`src/rtl/msp_pkg.sv`:
```
package msp_pkg;

	localparam int REG_BITS = 24;
	localparam int INDEX_BITS = 12;
	localparam int CFG_INDEX_BITS = 2;

	localparam int DEF_MAX_POINTS = 4096;
	localparam int DEF_COORD_BITS = 24;

	// register indexes of the configuration port
	localparam logic [CFG_INDEX_BITS-1:0] CFG_AXIS_X = 2'd0;
	localparam logic [CFG_INDEX_BITS-1:0] CFG_AXIS_Y = 2'd1;
	localparam logic [CFG_INDEX_BITS-1:0] CFG_AXIS_Z = 2'd2;

	localparam logic signed [REG_BITS-1:0] AXIS_X_RESET = 24'sd4096;
	localparam logic signed [REG_BITS-1:0] AXIS_Y_RESET = 24'sd0;
	localparam logic signed [REG_BITS-1:0] AXIS_Z_RESET = 24'sd0;

	typedef enum logic [1:0] {
		KIND_SET_A = 2'd0,
		KIND_SET_B = 2'd1,
		KIND_DIFF  = 2'd2
	} result_kind_t;

	typedef struct packed {
		logic valid;
		logic carries_point;
		logic set_select;
		logic end_of_query;
	} item_ctrl_t;

endpackage

```
`src/rtl/msp_track.sv`:
```
module msp_track #(
	parameter int MAX_POINTS = msp_pkg::DEF_MAX_POINTS,
	parameter int COORD_BITS = msp_pkg::DEF_COORD_BITS
) (
	input  logic                                clk,
	input  logic                                arst_n,
	input  logic                                adv,
	input  msp_pkg::item_ctrl_t                 ctrl_s3,
	input  logic signed [COORD_BITS-1:0]        pt_s3 [3],
	input  logic signed [COORD_BITS+25:0]       score_s3,
	output logic                                cap,
	output logic signed [COORD_BITS-1:0]        far_pt [2][3],
	output logic [msp_pkg::INDEX_BITS-1:0]      far_idx [2],
	output logic signed [COORD_BITS-1:0]        near_pt [2][3],
	output logic [msp_pkg::INDEX_BITS-1:0]      near_idx [2]
);

	localparam int CNT_W = $clog2(MAX_POINTS);
	localparam int SCORE_W = COORD_BITS + 26;
	localparam logic [CNT_W-1:0] CNT_TOP = CNT_W'(MAX_POINTS - 1);

	logic [CNT_W-1:0]          cnt_q [2];
	logic                      seen_q [2];
	logic signed [SCORE_W-1:0] bmax_q [2];
	logic signed [SCORE_W-1:0] bmin_q [2];
	logic signed [COORD_BITS-1:0] maxpt_q [2][3];
	logic signed [COORD_BITS-1:0] minpt_q [2][3];
	logic [CNT_W-1:0]          maxidx_q [2];
	logic [CNT_W-1:0]          minidx_q [2];

	logic [CNT_W-1:0]          cnt_n [2];
	logic                      seen_n [2];
	logic signed [SCORE_W-1:0] bmax_n [2];
	logic signed [SCORE_W-1:0] bmin_n [2];
	logic signed [COORD_BITS-1:0] maxpt_n [2][3];
	logic signed [COORD_BITS-1:0] minpt_n [2][3];
	logic [CNT_W-1:0]          maxidx_n [2];
	logic [CNT_W-1:0]          minidx_n [2];

	logic take;
	logic sel;

	assign take = adv && ctrl_s3.valid;
	assign sel  = ctrl_s3.set_select;
	assign cap  = take && ctrl_s3.end_of_query;

	always_comb begin
		cnt_n    = cnt_q;
		seen_n   = seen_q;
		bmax_n   = bmax_q;
		bmin_n   = bmin_q;
		maxpt_n  = maxpt_q;
		minpt_n  = minpt_q;
		maxidx_n = maxidx_q;
		minidx_n = minidx_q;
		if (ctrl_s3.carries_point) begin
			if (cnt_q[sel] != CNT_TOP) begin
				cnt_n[sel] = cnt_q[sel] + 1'b1;
			end
			// strict compares keep the earlier point on a tie
			if (!seen_q[sel] || score_s3 > bmax_q[sel]) begin
				bmax_n[sel]   = score_s3;
				maxidx_n[sel] = cnt_q[sel];
				maxpt_n[sel]  = pt_s3;
			end
			if (!seen_q[sel] || score_s3 < bmin_q[sel]) begin
				bmin_n[sel]   = score_s3;
				minidx_n[sel] = cnt_q[sel];
				minpt_n[sel]  = pt_s3;
			end
			seen_n[sel] = 1'b1;
		end
	end

	// an empty set reports zeros
	always_comb begin
		for (int s = 0; s < 2; s++) begin
			for (int k = 0; k < 3; k++) begin
				far_pt[s][k]  = seen_n[s] ? maxpt_n[s][k] : '0;
				near_pt[s][k] = seen_n[s] ? minpt_n[s][k] : '0;
			end
			far_idx[s]  = seen_n[s] ? msp_pkg::INDEX_BITS'(maxidx_n[s]) : '0;
			near_idx[s] = seen_n[s] ? msp_pkg::INDEX_BITS'(minidx_n[s]) : '0;
		end
	end

	always_ff @(posedge clk or negedge arst_n) begin
		if (!arst_n) begin
			for (int s = 0; s < 2; s++) begin
				cnt_q[s]  <= '0;
				seen_q[s] <= 1'b0;
			end
		end else if (take) begin
			for (int s = 0; s < 2; s++) begin
				cnt_q[s]  <= ctrl_s3.end_of_query ? '0 : cnt_n[s];
				seen_q[s] <= ctrl_s3.end_of_query ? 1'b0 : seen_n[s];
			end
		end
	end

	// kept points only count while their seen flag is set
	always_ff @(posedge clk) begin
		if (take) begin
			bmax_q   <= bmax_n;
			bmin_q   <= bmin_n;
			maxpt_q  <= maxpt_n;
			minpt_q  <= minpt_n;
			maxidx_q <= maxidx_n;
			minidx_q <= minidx_n;
		end
	end

endmodule

```
`config.mk`:
```
export PLATFORM = sky130hd
export DESIGN_NAME = msp_track
export DESIGN_NICKNAME = d
export VERILOG_FILES = /design/src/rtl/msp_pkg.sv /design/src/rtl/msp_track.sv
export SDC_FILE = /design/constraint.sdc
export NUM_CORES = 1
export LEC_CHECK = 0
export BUFFER_PORTS_ARGS = -buffer_cell sky130_fd_sc_hd__buf_4
export CAP_MARGIN = 5
export CORE_MARGIN = 8
export CORE_UTILIZATION = 57
export DETAILED_ROUTE_END_ITERATION = 8
export PLACE_DENSITY = 0.81
export SYNTH_ARGS = -nofsm -noshare
export SYNTH_HDL_FRONTEND = slang
export SYNTH_SLANG_ARGS = --single-unit
```
`constraint.sdc`:
```
create_clock -name clk -period 9.6 [get_ports clk]
set_clock_uncertainty 0.2 [all_clocks]
set_input_delay 0.48 -clock clk [delete_from_list [all_inputs] [get_ports clk]]
set_output_delay 0.48 -clock clk [all_outputs]
set_load 0.02 [all_outputs]
```
# --- Word level (Yosys, flattened, before mapping) ---
# Index checks and enable logic that the tools add are counted.
# Widths: inputs -> output; s select.
op_classes:
  n_reduce_logical: 11
  n_addsub: 1
  bitwise: 2
  n_mux: 58
  eq_ne: 1
  n_lt_le_gt_ge: 4
op_table:
  columns: ["op", "n"]
  rows:
  - ["$mux 144", 4]
  - ["$mux 24", 18]
  - ["$mux 50", 7]
  - ["$bwmux 144", 2]
  - ["$bwmux 100", 2]
  - ["$mux 12", 10]
  - ["$bwmux 24", 3]
  - ["$demux 72 s1", 1]
  - ["$mux 72", 1]
  - ["$demux 50 s1", 1]
  - ["$gt 50x50->1", 1]
  - ["$lt 50x50->1", 1]
  - ["$add 12x1->12 const B", 1]
  - ["$demux 12 s1", 1]
  - ["$ne 12x12->1 const B", 1]
  - ["$reduce_and 3->1", 3]
  - ["$mux 1", 6]
  - ["$reduce_bool 2->1", 2]
  - ["$logic_and 1x1->1", 3]
  - ["$ge 2x2->1 const B", 1]
  - ["$logic_or 1x1->1", 2]
  - ["$lt 2x1->1 const B", 1]
  - ["$mux 2", 1]
  - ["$not 1->2", 1]
  - ["3 further kinds", 3]
word_totals:
  out_inout_bits: 337
  wordCells: 101
  reg_bits: 562
  input_bits: 129

# --- Depth between registers and ports, before layout ---
# Gate-level depths: netlist of run 1.
logic_depth:
  ltp_word: 9
  mapped_depth: 19

# --- Worst setup path after synthesis of run 1 ---
# Ideal clock, no wire load.
synth_timing:
  kind: "input -> register"
  start: "input adv"
  end: "register cnt_q[7] (netlist name)"
  t_arrival_ns: 8.582
  setup_ns: 0.133
  setup_slack_ns: 0.685
  cell_stages: 9
  path_cell_list: "nand2_1 > inv_1 > nand2_1 > a31oi_1 > and2_1 > clkbuf_1 > nor2b_1 > xnor2_1 > o21ai_0"
synth_between:
  elab_chain_len: 2
synth_rtl:
  columns: ["item", "line", "source"]
  rows:
  - ["from (decl)", "msp_track.sv:7", "input logic adv,"]
  - ["$logic_and 1x1->1", "msp_track.sv:43", "assign take = adv && ctrl_s3.valid;"]
  - ["named net take", "msp_track.sv:40", "logic take;"]
  - ["$reduce_and 3->1 (no source line)", null, null]
  - ["to (signal, indexed assignment)", "msp_track.sv:95", "cnt_q[s] <= ctrl_s3.end_of_query ? '0 : cnt_n[s];"]
  - ["to (decl)", "msp_track.sv:22", "logic [CNT_W-1:0] cnt_q [2];"]
# The timed path passes the listed nets, and every way through them passes these cells.
# A chain may end at the register's enable or synchronous reset.

==> out/qor.yml, run 1 <==
synth:
  synthDistinctLibCells: 49
  synthCells: 1916
  synth_edf_count: 536
  synth-seq-area-share_pct: 59.0
  yosysWarnings: 0
  ys_ff_latch: 562
  synth_area_per_cell_sq_um: 14.8
  async_reset_ff_share_pct: 4.63
  synth_area_sq_mm: 0.0284
  syn_nets: 2145
  ys.flop_type: "edfxtp_1"
run_status:
  status: "completed"
cells_and_area:
  drive_gt1_share_pct: 38.6
  finalNonFillerCells: 3077
  multi_input_area_sq_mm: 0.0110
  num-fill-cells: 3253
  final_net_count: 2595
  stdcell_area_sq_mm: 0.0345
  seq_area_sq_mm: 0.0167
  area_delta_synth_final_pct: 21.7
critical_path:
  path_class: "primary input to output port"
  crit_path_max_incr_delay_ns: 0.83
  critPathRequiredTime_ns: 8.92
  rr_startpoint: "bmax_q[83]"
  rr_endpoint: "maxpt_q[120]"
  r2r_setup_slack_ns: 4.60
  cp-end-kind: "output port"
  worst-endpoint-arrival_ns: 6.32
  worst-path-stages: 13
  critPathLaunch: "ctrl_s3[1]"
  crit_fanout: 108
  cp_num_buf_inv: 4
  crit_chain: "buf_6 > buf_4 > mux2i_1 > ha_1 > nand4_1 > or4_1 > o211a_1 > o211ai_1 > o21ai_0 > a21oi_4 > buf_4 > a22o_1 > buf_4"
  r2r_cells: 11
  path_delay_family: "buffers and inverters"
  crit_end: "far_pt[114]"
  cp_slowest_cell: "buf_4"
  crit_top_cell: "buf_4"
  start_kind: "primary input"
placement:
  io_buffers: 465
  post-dp-hpwl_mm: 53.0
  place.gp.congestion: 0.870
  pre_cts_slack_ns: 2.72
  dpl-instance-area_sq_mm: 0.0323
  dp_cells: 2921
timing:
  rsz0062_at_grt: "no"
  max_freq_mhz: 143
  timing.final.ws_setup_ns: 2.60
  finalHoldViolations: 0
  slew_headroom_pct: 21.8
  setup_violations: 0
  fin_crit_sh_pct: 72.9
  tns_ns: 0
  slew_viol_final: 0
  tightest_slew_ns: 1.17
  timing.final.crit_period_ns: 7.00
grt:
  grt_max_degree: 109
  overflow: 0
  grt_pass1_wl_mm: 122
  first_global_vias: 19724
  grtUsageTotal_pct: 27.2
  antenna_found_initial: 6
power_and_ir_drop:
  p_seq_share_pct: 45.5
  p_sw_share_pct: 28.4
  internal_power_uw: 4560
  peakVddDrop_mv: 0.172
  clkPwrFrac_pct: 32.8
  power_density_mw_per_mm2: 185
  leakagePower_uw: 0.0136
  p_switching_uw: 1810
  power.total_uw: 6380
  combPwrFrac_pct: 21.7
floorplan:
  die_area_sq_mm: 0.0572
  die_h_um: 239
  start_util_pct: 57.8
  fp-row-count: 81
  die_w_um: 239
  core_sq_mm: 0.0491
  io_pins: 466
clocking:
  cts_tree: "built"
  cts_buffer_depth: 3
  post_cts_resized: 0
  cts-buffers-inserted: 56
  postCtsSetupRepairBufs: 0
  cts_sinks: 562
  cts_max_level: 2
  root_buffer: "clkbuf_16"
  clk_pin_slew_ns: 0.06
  clk_latency_ns: 0.63
drt:
  vias: 19619
  via_per_inst: 6.38
  drt_pass1_iterations: 5
  drt_wl_total_mm: 80.9
  drt_iter0_markers: 2017
  drc: 0
  drtAntennaViolNets: 0
  wl_per_cell_um: 26.3
worst_hold_path:
  hp-class: "primary input to flip-flop"
  hold_depth: 2
job:
  drv_cap: 0
[logic make-up (layout without fill, tap and decap cells)]
family	count (synthesis)	after routing	share of synthesized area, %
DFF	562	562	59.0
AOI/OAI and AO/OA	475	475	13.3
muxes	443	443	17.1
and+or+nand+nor	160	160	2.95
buffers and inverters	160	654	2.71
adders and majority gates	100	100	4.41
xor gates and xnor gates	16	16	0.494
other	0	3	0
[worst register-to-register path: stages (launching register included)]
cell,delay (ns)
edfxtp_1,0.34
mux2i_1,0.07
ha_1,0.32
nand4_1,0.16
or4_1,0.64
nor3_1,0.27
nand4_1,0.16
o21a_1,0.15
o21a_1,0.26
o21ai_4,0.72
buf_4,0.90
mux2_2,0.54
[metal layers]
| metal | global-route usage [%] | up-vias | wire length (um) |
|---|---|---|---|
| met3 | 5.41 | 144 | 6630 |
| met2 | 45.2 | 952 | 39500 |
| met4 | 9.77 | 6 | 2820 |
| met1 | 35.2 | 9873 | 31800 |
| met5 | 0 | - | 34 |
| li1 | - | 8644 | - |
[registers in the layout, indices dropped and copies added (netlist names)]
name / count
minidx_q: 24
cnt_q: 24
bmin_q: 100
seen_q: 2
bmax_q: 100
minpt_q: 144
maxpt_q: 144
maxidx_q: 24
[per-stage QoR]
stage | hold WS, ns | util, %
2_1_floorplan | -0.0156 | -
3_3_place_gp | 0.208 | 65.8
3_5_place_dp | 0.214 | 65.8
4_1_cts | 0.00363 | 70.4
5_1_grt | 0.0162 | 70.4
6_report | 0.0292 | 70.4
[power by group through the flow]
stage / clock [uW] / sequential, uW / combinational [uW]
6_report: 2090 / 2900 / 1380
5_1_grt: 2210 / 2910 / 1460
4_1_cts: 2110 / 2900 / 1380
3_5_place_dp: 0 / 2950 / 1360
3_3_place_gp: 0 / 2950 / 1330
2_1_floorplan: 0 / 2930 / 831
[cells in the mapped netlist (24+ instances only)]
master    count  area share, %
o21ai_0      50           0.88
buf_2        65            1.1
edfxtp_1    536             57
a21oi_1      41           0.72
clkbuf_1     54           0.71
nand2_1      60           0.79
mux2i_1     102            3.6
dfrtp_1      26            2.3
mux2_2      341             14
ha_1        100            4.4
nand4_1      24           0.53
a22o_1      337             10
[cell usage in the layout (no fill, tap or decap), drive strengths merged, types with 7 or more instances in the layout]
| master | count |
|---|---|
| a211oi | 7 |
| a21o | 15 |
| a21oi | 41 |
| a221oi | 7 |
| a22o | 337 |
| buf | 492 |
| clkbuf | 75 |
| clkinv | 20 |
| dfrtp | 26 |
| dlygate4sd3 | 51 |
| edfxtp | 536 |
| ha | 100 |
| inv | 11 |
| mux2 | 341 |
| mux2i | 102 |
| nand2 | 60 |
| nand3 | 15 |
| nand4 | 25 |
| nor2 | 13 |
| nor3 | 11 |
| o21ai | 52 |
| xnor2 | 8 |
| xor2 | 8 |
[layout make-up]
class	count	area share, %
multi-input cells	1194	31.8
inverters	9	0.120
repair buffers	543	12.2
flip-flops and latches	562	48.5
clock buffers	75	4.38
well taps	664	2.41
clock inverters	27	0.612
diodes	3	0.0217
[worst min path at each step]
stage	endpoint	start	slack, ns
2_1_floorplan	cnt_q[0]	arst_n	-0.02
3_3_place_gp	cnt_q[5]	arst_n	0.21
3_5_place_dp	cnt_q[5]	arst_n	0.21
4_1_cts	minpt_q[66]	pt_s3[66]	0.004
5_1_grt	minpt_q[125]	pt_s3[53]	0.02
6_report	minpt_q[16]	pt_s3[16]	0.03
[repair_timing]
item | in CTS | in global routing
hold buffers | 51 | 0
hold endpoints to repair | 226 | 0
endpoints found under the setup margin | 0 | 0
(Power assumes the default switching activity.)
==> run 2: changes to the inputs <==
==> constraint.sdc (replaced) <==
create_clock -name clk -period 6.7 [get_ports clk]
set_clock_uncertainty 0.2 [all_clocks]
set_input_delay 0.335 -clock clk [delete_from_list [all_inputs] [get_ports clk]]
set_output_delay 0.335 -clock clk [all_outputs]
set_load 0.02 [all_outputs]
==> out/qor.yml, run 2 (synthesis gave the netlist of run 1 again) <==
run_status:
  status: "completed"
timing:
  finalHoldViolations: 0
  fin_crit_sh_pct: 82.8
  rsz0062_at_grt: "no"
  timing.final.crit_period_ns: 5.55
  slew_viol_final: 0
  tns_ns: 0
  tightest_slew_ns: 1.22
  setup_violations: 0
  slew_headroom_pct: 18.4
  hold_slack_ns: 0.0795
  max_freq_mhz: 180
  timing.final.ws_setup_ns: 1.15
clocking:
  hold_buffers: 126
  cts_max_level: 2
  cts_sinks: 562
  post_cts_resized: 0
  postCtsSetupRepairBufs: 0
  clk_latency_ns: 0.63
  root_buffer: "clkbuf_16"
  cts_tree: "built"
  clk_pin_slew_ns: 0.06
  cts_buffer_depth: 3
  cts-buffers-inserted: 57
cells_and_area:
  seq_area_sq_mm: 0.0167
  final_net_count: 2672
  drive_gt1_share_pct: 37.3
  finalNonFillerCells: 3160
  final_common_cell: "edfxtp_1"
  num-fill-cells: 3213
  mostFrequentLayoutCells: "edfxtp_1, buf_4, mux2_2"
  area_delta_synth_final_pct: 25.2
  multi_input_area_sq_mm: 0.0110
  reg_top3: "maxpt_q x144, minpt_q x144"
  stdcell_area_sq_mm: 0.0355
drt:
  drtAntennaViolNets: 0
  drt_iter0_markers: 1710
  drt_pass1_iterations: 6
  wl_per_cell_um: 25.9
  vias: 20047
  drc: 0
  drt_wl_total_mm: 81.8
  via_per_inst: 6.34
grt:
  overflow: 0
  grt_max_degree: 173
  grtUsageTotal_pct: 27.4
  first_global_vias: 20394
  grt_pass1_wl_mm: 123
  antenna_found_initial: 4
floorplan:
  io_pins: 466
  start_util_pct: 57.8
  fp-row-count: 81
  core_sq_mm: 0.0491
  die_area_sq_mm: 0.0572
  die_w_um: 239
  die_h_um: 239
critical_path:
  cp-end-kind: "output port"
  worst-endpoint-arrival_ns: 5.01
  crit_top_cell: "buf_4"
  crit_path_max_incr_delay_ns: 0.73
  cp_slowest_cell: "buf_6"
  crit_chain: "buf_6 > buf_4 > mux2i_1 > ha_1 > nand4_1 > or4_1 > nor3_1 > nand4_1 > o21a_1 > o21a_1 > a21boi_4 > buf_4 > a22o_1 > buf_4"
  start_kind: "primary input"
  crit_fanout: 89
  critPathRequiredTime_ns: 6.16
  path_class: "primary input to output port"
placement:
  io_buffers: 465
  place.gp.congestion: 0.865
  post-dp-hpwl_mm: 52.4
  dp_cells: 2922
  dpl-instance-area_sq_mm: 0.0324
  pre_cts_slack_ns: 0.915
job:
  drv_cap: 0
power_and_ir_drop:
  peakVddDrop_mv: 0.275
  leakagePower_uw: 0.0140
  power_density_mw_per_mm2: 264
worst_hold_path:
  hp-class: "primary input to flip-flop"
-- run 2: worst paths after layout --
kind                             startpoint          end  slack, ns  cells after the start
worst max-delay path             ctrl_s3[1]  far_pt[117]       1.15                     14
worst min-delay path             ctrl_s3[3]    seen_q[1]       0.08                      3
worst max register to register   bmin_q[99]   minpt_q[0]       1.89                     12
worst min register to register  maxpt_q[18]  maxpt_q[18]       0.38                      1
max in group asynchronous            arst_n     cnt_q[9]       4.29                      4
min in group asynchronous            arst_n    seen_q[0]       0.52                      3
-- run 2: worst max-delay path, delay by kind of cell --
kind,cells,cell delay [ns]
buffers and inverters,4,2.06
and+or+nand+nor,4,1.12
AOI/OAI and AO/OA,4,0.89
adders and majority gates,1,0.34
muxes,1,0.13
-- run 2: metal layers --
metal | global-route usage (%) | share of wire [%]
met4 | 13.2 | 5.0
met3 | 5.57 | 8.1
met1 | 34.5 | 39
met5 | 0 | 0.012
met2 | 45.2 | 48
-- run 2: per-stage QoR --
| stage | total power, uW | utilization, % |
|---|---|---|
| final | 9360 | 72.4 |
| after global routing | 9660 | 72.4 |
| after CTS | 9400 | 72.4 |
| after detailed placement | 6190 | 66.1 |
| after global placement | 6140 | 66.1 |
| after floorplan | 5370 | - |
-- run 2: area by class of cell --
class,instances,area share (%)
clock inverter,34,0.994
multi-input combinational,1194,30.9
clock buffer,74,4.20
tap,664,2.34
antenna,4,0.0282
sequential,562,47.2
timing repair buffer,619,14.3
inverter,9,0.106
-- run 2: power by group --
| group | switching [uW] | internal (uW) | leakage (uW) |
|---|---|---|---|
| clock | 1360 | 1800 | 0.000885 |
| sequential | 111 | 4050 | 0.00530 |
| combinational | 1170 | 872 | 0.00779 |
| total | 2640 | 6720 | 0.0140 |
