--- config.mk ---
export PLATFORM = sky130hd
export DESIGN_NAME = msp_emit
export DESIGN_NICKNAME = d
export VERILOG_FILES = /design/src/rtl/msp_pkg.sv /design/src/rtl/msp_emit.sv
export SDC_FILE = /design/constraint.sdc
export NUM_CORES = 1
export LEC_CHECK = 0
export BUFFER_PORTS_ARGS = -buffer_cell sky130_fd_sc_hd__buf_4
export CELL_PAD_IN_SITES_DETAIL_PLACEMENT = 0
export CELL_PAD_IN_SITES_GLOBAL_PLACEMENT = 1
export CORE_MARGIN = 2
export CORE_UTILIZATION = 45
export CTS_BUF_LIST = sky130_fd_sc_hd__clkbuf_2 sky130_fd_sc_hd__clkbuf_4 sky130_fd_sc_hd__clkbuf_8
export DETAILED_ROUTE_END_ITERATION = 8
export PLACE_DENSITY_LB_ADDON = 0.25
export SYNTH_ARGS = -nofsm -noshare
export SYNTH_HDL_FRONTEND = slang
export SYNTH_SLANG_ARGS = --single-unit
--- constraint.sdc ---
create_clock -name clk -period 5.9 [get_ports clk]
set_input_delay 1.18 -clock clk [delete_from_list [all_inputs] [get_ports clk]]
set_output_delay 1.18 -clock clk [all_outputs]
set_load 0.05 [all_outputs]
--- src/rtl/msp_pkg.sv ---
package msp_pkg;

	localparam int REG_BITS = 24;
	localparam int INDEX_BITS = 12;
	localparam int CFG_INDEX_BITS = 2;

	localparam int DEF_MAX_POINTS = 4096;
	localparam int DEF_COORD_BITS = 24;

	// register indexes of the configuration port
	localparam logic [CFG_INDEX_BITS-1:0] CFG_AXIS_X = 2'd0;
	localparam logic [CFG_INDEX_BITS-1:0] CFG_AXIS_Y = 2'd1;
	localparam logic [CFG_INDEX_BITS-1:0] CFG_AXIS_Z = 2'd2;

	localparam logic signed [REG_BITS-1:0] AXIS_X_RESET = 24'sd4096;
	localparam logic signed [REG_BITS-1:0] AXIS_Y_RESET = 24'sd0;
	localparam logic signed [REG_BITS-1:0] AXIS_Z_RESET = 24'sd0;

	typedef enum logic [1:0] {
		KIND_SET_A = 2'd0,
		KIND_SET_B = 2'd1,
		KIND_DIFF  = 2'd2
	} result_kind_t;

	typedef struct packed {
		logic valid;
		logic carries_point;
		logic set_select;
		logic end_of_query;
	} item_ctrl_t;

endpackage

--- src/rtl/msp_emit.sv ---
module msp_emit #(
	parameter int COORD_BITS = msp_pkg::DEF_COORD_BITS
) (
	input  logic                                clk,
	input  logic                                arst_n,
	input  logic                                cap,
	input  logic signed [COORD_BITS-1:0]        far_pt [2][3],
	input  logic [msp_pkg::INDEX_BITS-1:0]      far_idx [2],
	input  logic signed [COORD_BITS-1:0]        near_pt [2][3],
	input  logic [msp_pkg::INDEX_BITS-1:0]      near_idx [2],
	output logic                                busy,
	input  logic                                out_ready,
	output logic                                out_valid,
	output msp_pkg::result_kind_t               out_kind,
	output logic signed [COORD_BITS:0]          out_far [3],
	output logic [msp_pkg::INDEX_BITS-1:0]      out_far_idx,
	output logic signed [COORD_BITS-1:0]        out_near [3],
	output logic [msp_pkg::INDEX_BITS-1:0]      out_near_idx,
	output logic                                out_last
);

	localparam int FAR_W = COORD_BITS + 1;

	logic signed [COORD_BITS-1:0]     far_q [2][3];
	logic signed [COORD_BITS-1:0]     near_q [2][3];
	logic [msp_pkg::INDEX_BITS-1:0]   far_idx_q [2];
	logic [msp_pkg::INDEX_BITS-1:0]   near_idx_q [2];
	logic                             busy_q;
	logic                             out_valid_q;
	msp_pkg::result_kind_t            kind_q, kind_n;

	logic signed [FAR_W-1:0]          sel_far [3];
	logic signed [COORD_BITS-1:0]     sel_near [3];
	logic [msp_pkg::INDEX_BITS-1:0]   sel_far_idx, sel_near_idx;
	logic                             ld;

	assign busy      = busy_q;
	assign out_valid = out_valid_q;
	assign ld        = busy_q && (!out_valid_q || out_ready);

	always_comb begin
		for (int k = 0; k < 3; k++) begin
			sel_far[k]  = '0;
			sel_near[k] = '0;
		end
		sel_far_idx  = '0;
		sel_near_idx = '0;
		kind_n       = msp_pkg::KIND_DIFF;
		case (kind_q)
			msp_pkg::KIND_SET_A: begin
				for (int k = 0; k < 3; k++) begin
					sel_far[k]  = FAR_W'(far_q[0][k]);
					sel_near[k] = near_q[0][k];
				end
				sel_far_idx  = far_idx_q[0];
				sel_near_idx = near_idx_q[0];
				kind_n       = msp_pkg::KIND_SET_B;
			end
			msp_pkg::KIND_SET_B: begin
				for (int k = 0; k < 3; k++) begin
					sel_far[k]  = FAR_W'(far_q[1][k]);
					sel_near[k] = near_q[1][k];
				end
				sel_far_idx  = far_idx_q[1];
				sel_near_idx = near_idx_q[1];
				kind_n       = msp_pkg::KIND_DIFF;
			end
			msp_pkg::KIND_DIFF: begin
				// minkowski difference of the two supports
				for (int k = 0; k < 3; k++) begin
					sel_far[k] = FAR_W'(far_q[0][k]) - FAR_W'(far_q[1][k]);
				end
				kind_n = msp_pkg::KIND_DIFF;
			end
			default: ;
		endcase
	end

	always_ff @(posedge clk or negedge arst_n) begin
		if (!arst_n) begin
			busy_q      <= 1'b0;
			kind_q      <= msp_pkg::KIND_SET_A;
			out_valid_q <= 1'b0;
		end else begin
			if (cap) begin
				busy_q <= 1'b1;
				kind_q <= msp_pkg::KIND_SET_A;
			end else if (ld) begin
				kind_q <= kind_n;
				if (kind_q == msp_pkg::KIND_DIFF) begin
					busy_q <= 1'b0;
				end
			end
			if (ld) begin
				out_valid_q <= 1'b1;
			end else if (out_ready) begin
				out_valid_q <= 1'b0;
			end
		end
	end

	always_ff @(posedge clk) begin
		if (cap) begin
			far_q      <= far_pt;
			near_q     <= near_pt;
			far_idx_q  <= far_idx;
			near_idx_q <= near_idx;
		end
		if (ld) begin
			out_kind     <= kind_q;
			out_far      <= sel_far;
			out_near     <= sel_near;
			out_far_idx  <= sel_far_idx;
			out_near_idx <= sel_near_idx;
			out_last     <= (kind_q == msp_pkg::KIND_DIFF);
		end
	end

endmodule

[Word-level counts from Yosys, hierarchy flattened]
Index checks and enable logic that the tools add are counted.
Word-level totals
  word-level logic and storage cells: 54
  input port bits: 340
  output and inout port bits: 176
  register bits: 514
Operators by class
  reduce and logical (&&, ||, !) cells: 8
  eq/ne operators: 2
  $add $sub $neg: 3
  mux-type cells: 12
Operators by type and width (count)
  75-bit one-hot mux with 3 select lines: 1
  72-bit one-hot mux with 2 select lines: 1
  24-bit by 24-bit subtractor with 25-bit output: 3
  12-bit one-hot mux with 2 select lines: 2
  2-bit two-way mux: 3
  2-bit nonzero test: 3
  1-bit two-way mux: 5
  2-bit by 1-bit == test with 1-bit output, second input constant: 1
  2-bit == test, second input constant: 1
  2-bit logical NOT: 1
  2-bit AND reduction: 1
  1-bit logical AND: 1
  1-bit logical NOT: 1
  1-bit logical OR: 1

[Depth between registers and ports, before layout]
Gate-level depths: netlist (run 1).
  word-level depth: 5
  depth in mapped cells: 12
  mapped depth without buffers: 12

[Worst setup path before layout (run 1)]
No wires, ideal clock.
  path kind: input to register
  start point: input out_ready
  end point: register out_far[0] (netlist bit), enable pin
  cell stages on the path: 3
  setup slack: 0.585 ns
  path buffers: 0
  required time: 5.374 ns
  data arrival time: 4.789 ns
  setup time: 0.526 ns
  path through: nand2b_1 > nand2_1 > inv_1
Between the ends
  word-level cells in the longest chain between the ends: 2
RTL lines
  start: declaration: line msp_emit.sv:12  | input logic out_ready,
  1-bit logical OR: line msp_emit.sv:39  | assign ld = busy_q && (!out_valid_q || out_ready);
  1-bit logical AND: line msp_emit.sv:39
  named net ld: line msp_emit.sv:35  | logic ld;
  end signal: assignment: line msp_emit.sv:111  | out_far <= sel_far;
  end: declaration: line msp_emit.sv:15  | output logic signed [COORD_BITS:0] out_far [3],
The timed path passes the listed nets, and every way through them passes these cells.
A chain may end at the register's enable or synchronous reset.

==> out/results.md, run 1 <==
### STA
• 0 — Setup violations, final
• no — RSZ-0062 raised after global routing
• 261.3 MHz — highest achievable clock rate
• 0.02671 ns — worst clock skew on the final layout
• 1.087 ns — worst slew pin tran
• 3.826 ns — minimum period implied by the final worst setup slack
• 0 — final hold violation count
• 0.2753 — worst-case headroom to the max-slew limit
• 0 ns — setup_tns
• 0 — number of max-slew violations in the final report
• 0.6485 — post-route clock period utilization

### Drt
• 20.22 microns — Avg WL per Cell
• 56,740 microns — final wirelength
• 0 — post-route DRC violation count
• 806 — violation count after the first detailed-route iteration
• 5.175 — Avg Vias per Cell
• 0 — post-detailed-route count of antenna-violating nets
• 14.53k — DR vias
• 5 — total iterations of the first detailed-routing run

### Synth
• 510 — count of flip-flops with a built-in enable after synthesis
• 0.6905 — share of the synthesized area in the top cell type
• 70 — count of different cell masters after synthesis
• sky130_fd_sc_hd__edfxtp_1 69%, sky130_fd_sc_hd__mux2i_1 7.6%, sky130_fd_sc_hd__ha_1 4.1%, sky130_fd_sc_hd__nor2_1 2.4%, sky130_fd_sc_hd__inv_1 1.7% — cell types occupying the most area after synthesis
• 1,925 — synthesized net count
• 0 — Yosys warnings
• sky130_fd_sc_hd__edfxtp_1 — main flop type after synthesis
• 514 — number of register bits inferred by synthesis
• 14.69 sq um — average footprint of a synthesized cell
• 22,180 sq um — synthesized area
• sky130_fd_sc_hd__edfxtp_1 — post-synthesis cell type with the largest combined area
• 0.007782 — share of flip-flops with an asynchronous set or reset after synthesis
• 1,510 — synthesized instance count
• 0.6950 — portion of the post-synthesis area used by sequential elements

### Run status
• finished, final reports clean — outcome

### Setup path
• flop to flop — Crit Path Category
• out_far[49]$_DFFE_PP_ — capture point of the worst reg-to-reg path
• sky130_fd_sc_hd__nand2_2 — cell type of the slowest stage on the worst timing path
• 8 — cells on worst reg2reg path
• clkinv_1, nand2_2, inv_1, buf_4, o2111ai_1, a31oi_1, nor3_1, o31ai_2 — sequence of cells on the critical path
• flop — type of element launching the critical path
• 4.23 ns — CP arrival
• 2.07 ns — setup slack on the worst flop-to-flop path
• 6.30 ns — worst endpoint required time
• 32 — maximum net fanout on the critical path
• out_far[49]$_DFFE_PP_ — end point of the critical path
• flop — Worst setup EP type
• kind_q[0]$_DFFE_PN0P_ — reg-to-reg startpoint
• 0.77 ns — maximum cell stage delay along the critical path
• kind_q[0]$_DFFE_PN0P_ — timing startpoint of the critical path

### Clocking
• 0 — post-CTS setup repair buffer count
• 3 — maximum level of the CTS H-tree
• done — clock tree from TritonCTS
• 0.67 ns — source-to-sink clock delay at the later pin of the worst-skew pair
• sky130_fd_sc_hd__clkbuf_8 — cell at the root of the clock tree
• 514 — clock sink count
• 0 — post-cts gate resize count
• 0.06 ns — post-CTS clock slew at the launch and capture registers of the worst setup and hold paths
• 3 — Max Root-Sink Buffers
• 0 — Post-CTS Hold Buffers
• 87 — TritonCTS Buffers

### Cells and area
• 3,832 — final-layout fill cell count
• 6173 sq um — area of combinational cells with multiple inputs
• 2,486 — Final nets
• 0.3154 — share of final-layout standard cells stronger than drive strength 1
• sky130_fd_sc_hd__buf_4 — most common cell after layout, fill and taps aside
• 523 x sky130_fd_sc_hd__buf_4, 510 x sky130_fd_sc_hd__edfxtp_1, 168 x sky130_fd_sc_hd__mux2i_1 — top library cells by usage in the layout, fill and taps aside
• 15,420 sq um — total area of sequential cells
• 2,807 — filler-free cell count of the finished design
• 28.76% — Area Growth Syn to Fin

### Global route
• 167 — largest net degree at the start of global routing
• 83,860 microns — first-pass GRT wire length
• 0.2188 — overall fraction of global-route tracks in use
• 0 — total congestion overflow after global routing
• 14.74k — via count of the first global-routing pass
• 10 — number of antenna violations at the first check in global routing

### Placement
• 515 — number of buffer cells added on primary ports
• 0.8686 — routability congestion estimate
• 38,760 microns — post-detail-place hpwl
• 2,646 — Inst Count DP

### Die
• 0.4550 — effective utilization at floorplan
• 226.0 microns — horizontal die dimension
• 51,080 sq um — area of the die
• 48,750 sq um — Std-Cell Core Area
• 516 — I/O pins
• 81 — Site Rows
• 226.0 microns — die height

### Flow run
• 0 — count of max-cap constraint violations

### Power
• 0.2240 mV — Worst VDD drop
• 11.47 nW — leakage power total
• 344.5 nW/um^2 — areal power density over the cells

### Hold path
• primary input to async pin — min-delay worst type

-- stage by stage --
step	setup WS [ns]	hold slack, ns	power [mW]	area (sq um)	util
global route	1.766	0.2412	10.28	28550	0.5857
floorplan	0.5848	0.4231	5.967	22180	-
finish	2.074	0.3009	9.837	28560	0.5858
CTS	1.965	0.2192	9.946	28540	0.5855
detailed placement	2.086	0.5215	6.690	26810	0.5499
global placement	2.212	0.5218	6.656	26810	0.5499
-- cell usage after synthesis, drive strengths merged, types with 19 or more instances --
library cell    n
o22ai          40
nor2          139
inv           103
ha             72
a21o           20
mux2i         168
a21oi          59
xnor2          24
nand2          45
o21ai          43
buf            21
clkbuf         33
edfxtp        510
nor3           19
-- cells by family after synthesis --
group / Yosys count / synth area share
compound gates: 269 / 0.08440
xor+xnor: 38 / 0.01501
fa+ha+maj: 75 / 0.04333
buf+inv: 158 / 0.02674
flops: 514 / 0.6950
mux: 168 / 0.07582
simple gates: 288 / 0.05969
-- layout make-up --
cell class	instances	area share
repair buffers	526	0.1394
flip-flops and latches	514	0.5400
well taps	664	0.02909
clock inverters	47	0.01336
diodes	6	0.0005258
clock buffers	108	0.04745
multi-input cells	838	0.2162
inverters	104	0.01393
-- routing by layer --
metal  wire [microns]  vias up  track usage
li1                 -     6889            -
met1            22570     6974       0.2732
met2            27570      529       0.3548
met3             4621      123      0.06922
met4             1928       10      0.08652
met5               49        -            0
-- critical path, delay by kind of cell (launching register included) --
family / cells / cell delay (ns)
buffers and inverters: 3 / 1.31
and+or+nand+nor: 2 / 1.04
DFF: 1 / 0.76
AOI/OAI and AO/OA: 3 / 0.40
-- worst min-delay path by stage --
stage                     startpoint                     to  slack [ns]
2_1_floorplan  kind_q[0]$_DFFE_PN0P_  out_kind[0]$_DFFE_PP_        0.42
3_3_place_gp        busy$_DFFE_PN0P_  out_valid$_DFFE_PN0P_        0.52
3_5_place_dp        busy$_DFFE_PN0P_       busy$_DFFE_PN0P_        0.52
4_1_cts                       arst_n  kind_q[1]$_DFFE_PN0P_        0.22
5_1_grt                       arst_n  out_valid$_DFFE_PN0P_        0.24
6_report                      arst_n       busy$_DFFE_PN0P_        0.30
-- report_power, final --
| group | internal [mW] | total (mW) | switching [mW] | leakage [nW] |
|---|---|---|---|---|
| combinational | 0.744 | 2.02 | 1.27 | 5.51 |
| sequential | 4.45 | 4.60 | 0.150 | 5.05 |
| clock | 1.78 | 3.22 | 1.44 | 0.908 |
| total | 6.97 | 9.84 | 2.87 | 11.5 |
-- state kept, by name (all words and copies together) (netlist names), 2 cells and up --
signal        cells
kind_q            2
out_near         72
out_kind          2
near_idx_q       24
near_q          144
out_far          75
out_far_idx      12
far_idx_q        24
far_q           144
out_near_idx     12
No activity file was read; power rests on OpenSTA's default activity.
==> inputs of run 2 (changes only) <==
CORE_UTILIZATION = 41   (was 45)
clock period = 3.4 ns   (was 5.9 ns; I/O delays follow)
==> out/results.md, run 2 (synthesis gave the netlist of run 1 again) <==
### STA
• 0.3017 — worst-case headroom to the max-slew limit
• 0 — Setup violations, final
• 0.03066 ns — worst clock skew on the final layout
• 322.3 MHz — highest achievable clock rate
• 0 — final hold violation count
• 3.103 ns — minimum period implied by the final worst setup slack
• 0.9126 — post-route clock period utilization
• no — RSZ-0062 raised after global routing
• 0 — number of max-slew violations in the final report
• 1.047 ns — worst slew pin tran

### Placement
• 39,100 microns — post-detail-place hpwl
• 0.8739 — routability congestion estimate
• 2,686 — Inst Count DP
• 26,980 sq um — placement-stage cell area
• 515 — number of buffer cells added on primary ports

### Drt
• 14.57k — DR vias
• 827 — violation count after the first detailed-route iteration
• 20.06 microns — Avg WL per Cell
• 57,000 microns — final wirelength
• 7 — total iterations of the first detailed-routing run
• 0 — post-route DRC violation count
• 0 — post-detailed-route count of antenna-violating nets
• 5.130 — Avg Vias per Cell

### Setup path
• 12 — cells on worst reg2reg path
• flop — Worst setup EP type
• 3.77 ns — worst endpoint required time
• 0.30 ns — setup slack on the worst flop-to-flop path
• out_far[70]$_DFFE_PP_ — capture point of the worst reg-to-reg path
• far_q[120]$_DFFE_PP_ — reg-to-reg startpoint
• flop — type of element launching the critical path
• far_q[120]$_DFFE_PP_ — timing startpoint of the critical path
• 4 — maximum net fanout on the critical path
• flop to flop — Crit Path Category
• 3.47 ns — CP arrival

### Global route
• 14.94k — via count of the first global-routing pass
• 93 — largest net degree at the start of global routing
• 0 — total congestion overflow after global routing
• 0.2004 — overall fraction of global-route tracks in use
• 6 — number of antenna violations at the first check in global routing
• 85,820 microns — first-pass GRT wire length

### Clocking
• 86 — TritonCTS Buffers
• 0.06 ns — post-CTS clock slew at the launch and capture registers of the worst setup and hold paths
• sky130_fd_sc_hd__clkbuf_8 — cell at the root of the clock tree
• done — clock tree from TritonCTS
• 514 — clock sink count
• 0.66 ns — source-to-sink clock delay at the later pin of the worst-skew pair
• 3 — maximum level of the CTS H-tree
• 0 — post-CTS setup repair buffer count
• 3 — Max Root-Sink Buffers

### Flow run
• 0 — count of max-cap constraint violations

### Die
• 53,600 sq um — Std-Cell Core Area
• 0.4138 — effective utilization at floorplan
• 85 — Site Rows
• 236.6 microns — die height
• 236.6 microns — horizontal die dimension
• 55,970 sq um — area of the die
• 516 — I/O pins

### Cells and area
• 2,494 — Final nets
• 0.5349 — fin util
• 28,670 sq um — post-route design area
• far_q (144), near_q (144), out_far (75) — largest registers in the final layout
• 2,841 — filler-free cell count of the finished design
• 15,420 sq um — total area of sequential cells
• sky130_fd_sc_hd__buf_4 — most common cell after layout, fill and taps aside
• 4,575 — final-layout fill cell count
• 0.3206 — share of final-layout standard cells stronger than drive strength 1
• 6195 sq um — area of combinational cells with multiple inputs
• 29.28% — Area Growth Syn to Fin
• 526 x sky130_fd_sc_hd__buf_4, 510 x sky130_fd_sc_hd__edfxtp_1, 168 x sky130_fd_sc_hd__mux2i_1 — top library cells by usage in the layout, fill and taps aside

### Hold path
• near_q[62]$_DFFE_PP_ — worst hold path endpoint
• primary input to flop — min-delay worst type
• 1 — number of cells on the worst hold path
• near_pt[62] — Min-Delay Startpoint

### Power
• 588.8 nW/um^2 — areal power density over the cells
• 11.51 nW — leakage power total
• 0.3426 mV — Worst VDD drop
• 16.88 mW — Final Total Pwr

### Run status
• finished, final reports clean — outcome

## run 2: changes by cell type in the layout (fill, tap and decap cells not counted), sizes merged
cell	before	now
clkbuf	108	112
diode	6	5
bufinv	6	3
dlygate4sd3	0	1
buf	526	534
clkinv	38	30
inv	106	107
## run 2: area by class of cell
class / instances / area share
Clock buffer: 112 / 0.04830
Multi-Input combinational cell: 838 / 0.2160
Antenna cell: 5 / 0.0004364
Clock inverter: 37 / 0.009774
Inverter: 104 / 0.01375
Timing Repair Buffer: 535 / 0.1435
Tap cell: 696 / 0.03037
Sequential cell: 514 / 0.5379
## run 2: layer usage
metal / wire (microns) / up-vias / track usage
met5: 27 / - / 0
met4: 1759 / 4 / 0.08420
met3: 4508 / 94 / 0.06610
met2: 28030 / 469 / 0.3334
met1: 22670 / 7102 / 0.2391
li1: - / 6905 / -
## run 2: per-stage QoR
step | TNS, ns | setup slack (ns) | hold slack (ns)
6_report | 0 | 0.2970 | 0.1877
2_1_floorplan | -87.85 | -0.5030 | 0.3844
5_1_grt | 0 | 0.009222 | 0.1210
3_3_place_gp | 0 | 0.2265 | 0.4830
3_5_place_dp | 0 | 0.2049 | 0.4902
4_1_cts | 0 | 0.1810 | 0.1029
## run 2: worst max-delay path by stage
stage / endpoint / slack (ns) / depth (start not counted)
final: out_far[70]$_DFFE_PP_ / 0.30 / 12
after global routing: out_far[70]$_DFFE_PP_ / 0.009 / 12
after CTS: out_far[70]$_DFFE_PP_ / 0.18 / 12
after detailed placement: out_far[70]$_DFFE_PP_ / 0.20 / 12
after global placement: out_far[70]$_DFFE_PP_ / 0.23 / 12
after floorplan: out_far[0]$_DFFE_PP_ / -0.50 / 3
## run 2: what timing repair did
action                                  4_1_cts  5_1_grt
hold buffers                                  1        0
endpoints found under the setup margin        0        1
endpoints found under the hold margin         4        0
gates resized for setup                       0        1
## run 2: report_power, final
group	total [mW]	internal [mW]	switching, mW
Combinational	3.56	1.31	2.25
Sequential	7.94	7.72	0.227
Clock	5.38	2.90	2.48
Total	16.9	11.9	4.95
## run 2: worst max-delay path, stage by stage (launching register included)
cell and delay (ns):
sky130_fd_sc_hd__edfxtp_1 0.38, sky130_fd_sc_hd__inv_1 0.07, sky130_fd_sc_hd__ha_1 0.17, sky130_fd_sc_hd__inv_1 0.06
sky130_fd_sc_hd__fa_1 0.42, sky130_fd_sc_hd__a211oi_1 0.38, sky130_fd_sc_hd__nor3_1 0.14, sky130_fd_sc_hd__o21ai_1 0.19
sky130_fd_sc_hd__a41o_1 0.25, sky130_fd_sc_hd__nand4_1 0.14, sky130_fd_sc_hd__a221oi_2 0.37, sky130_fd_sc_hd__xor2_1 0.17
sky130_fd_sc_hd__o22ai_1 0.09
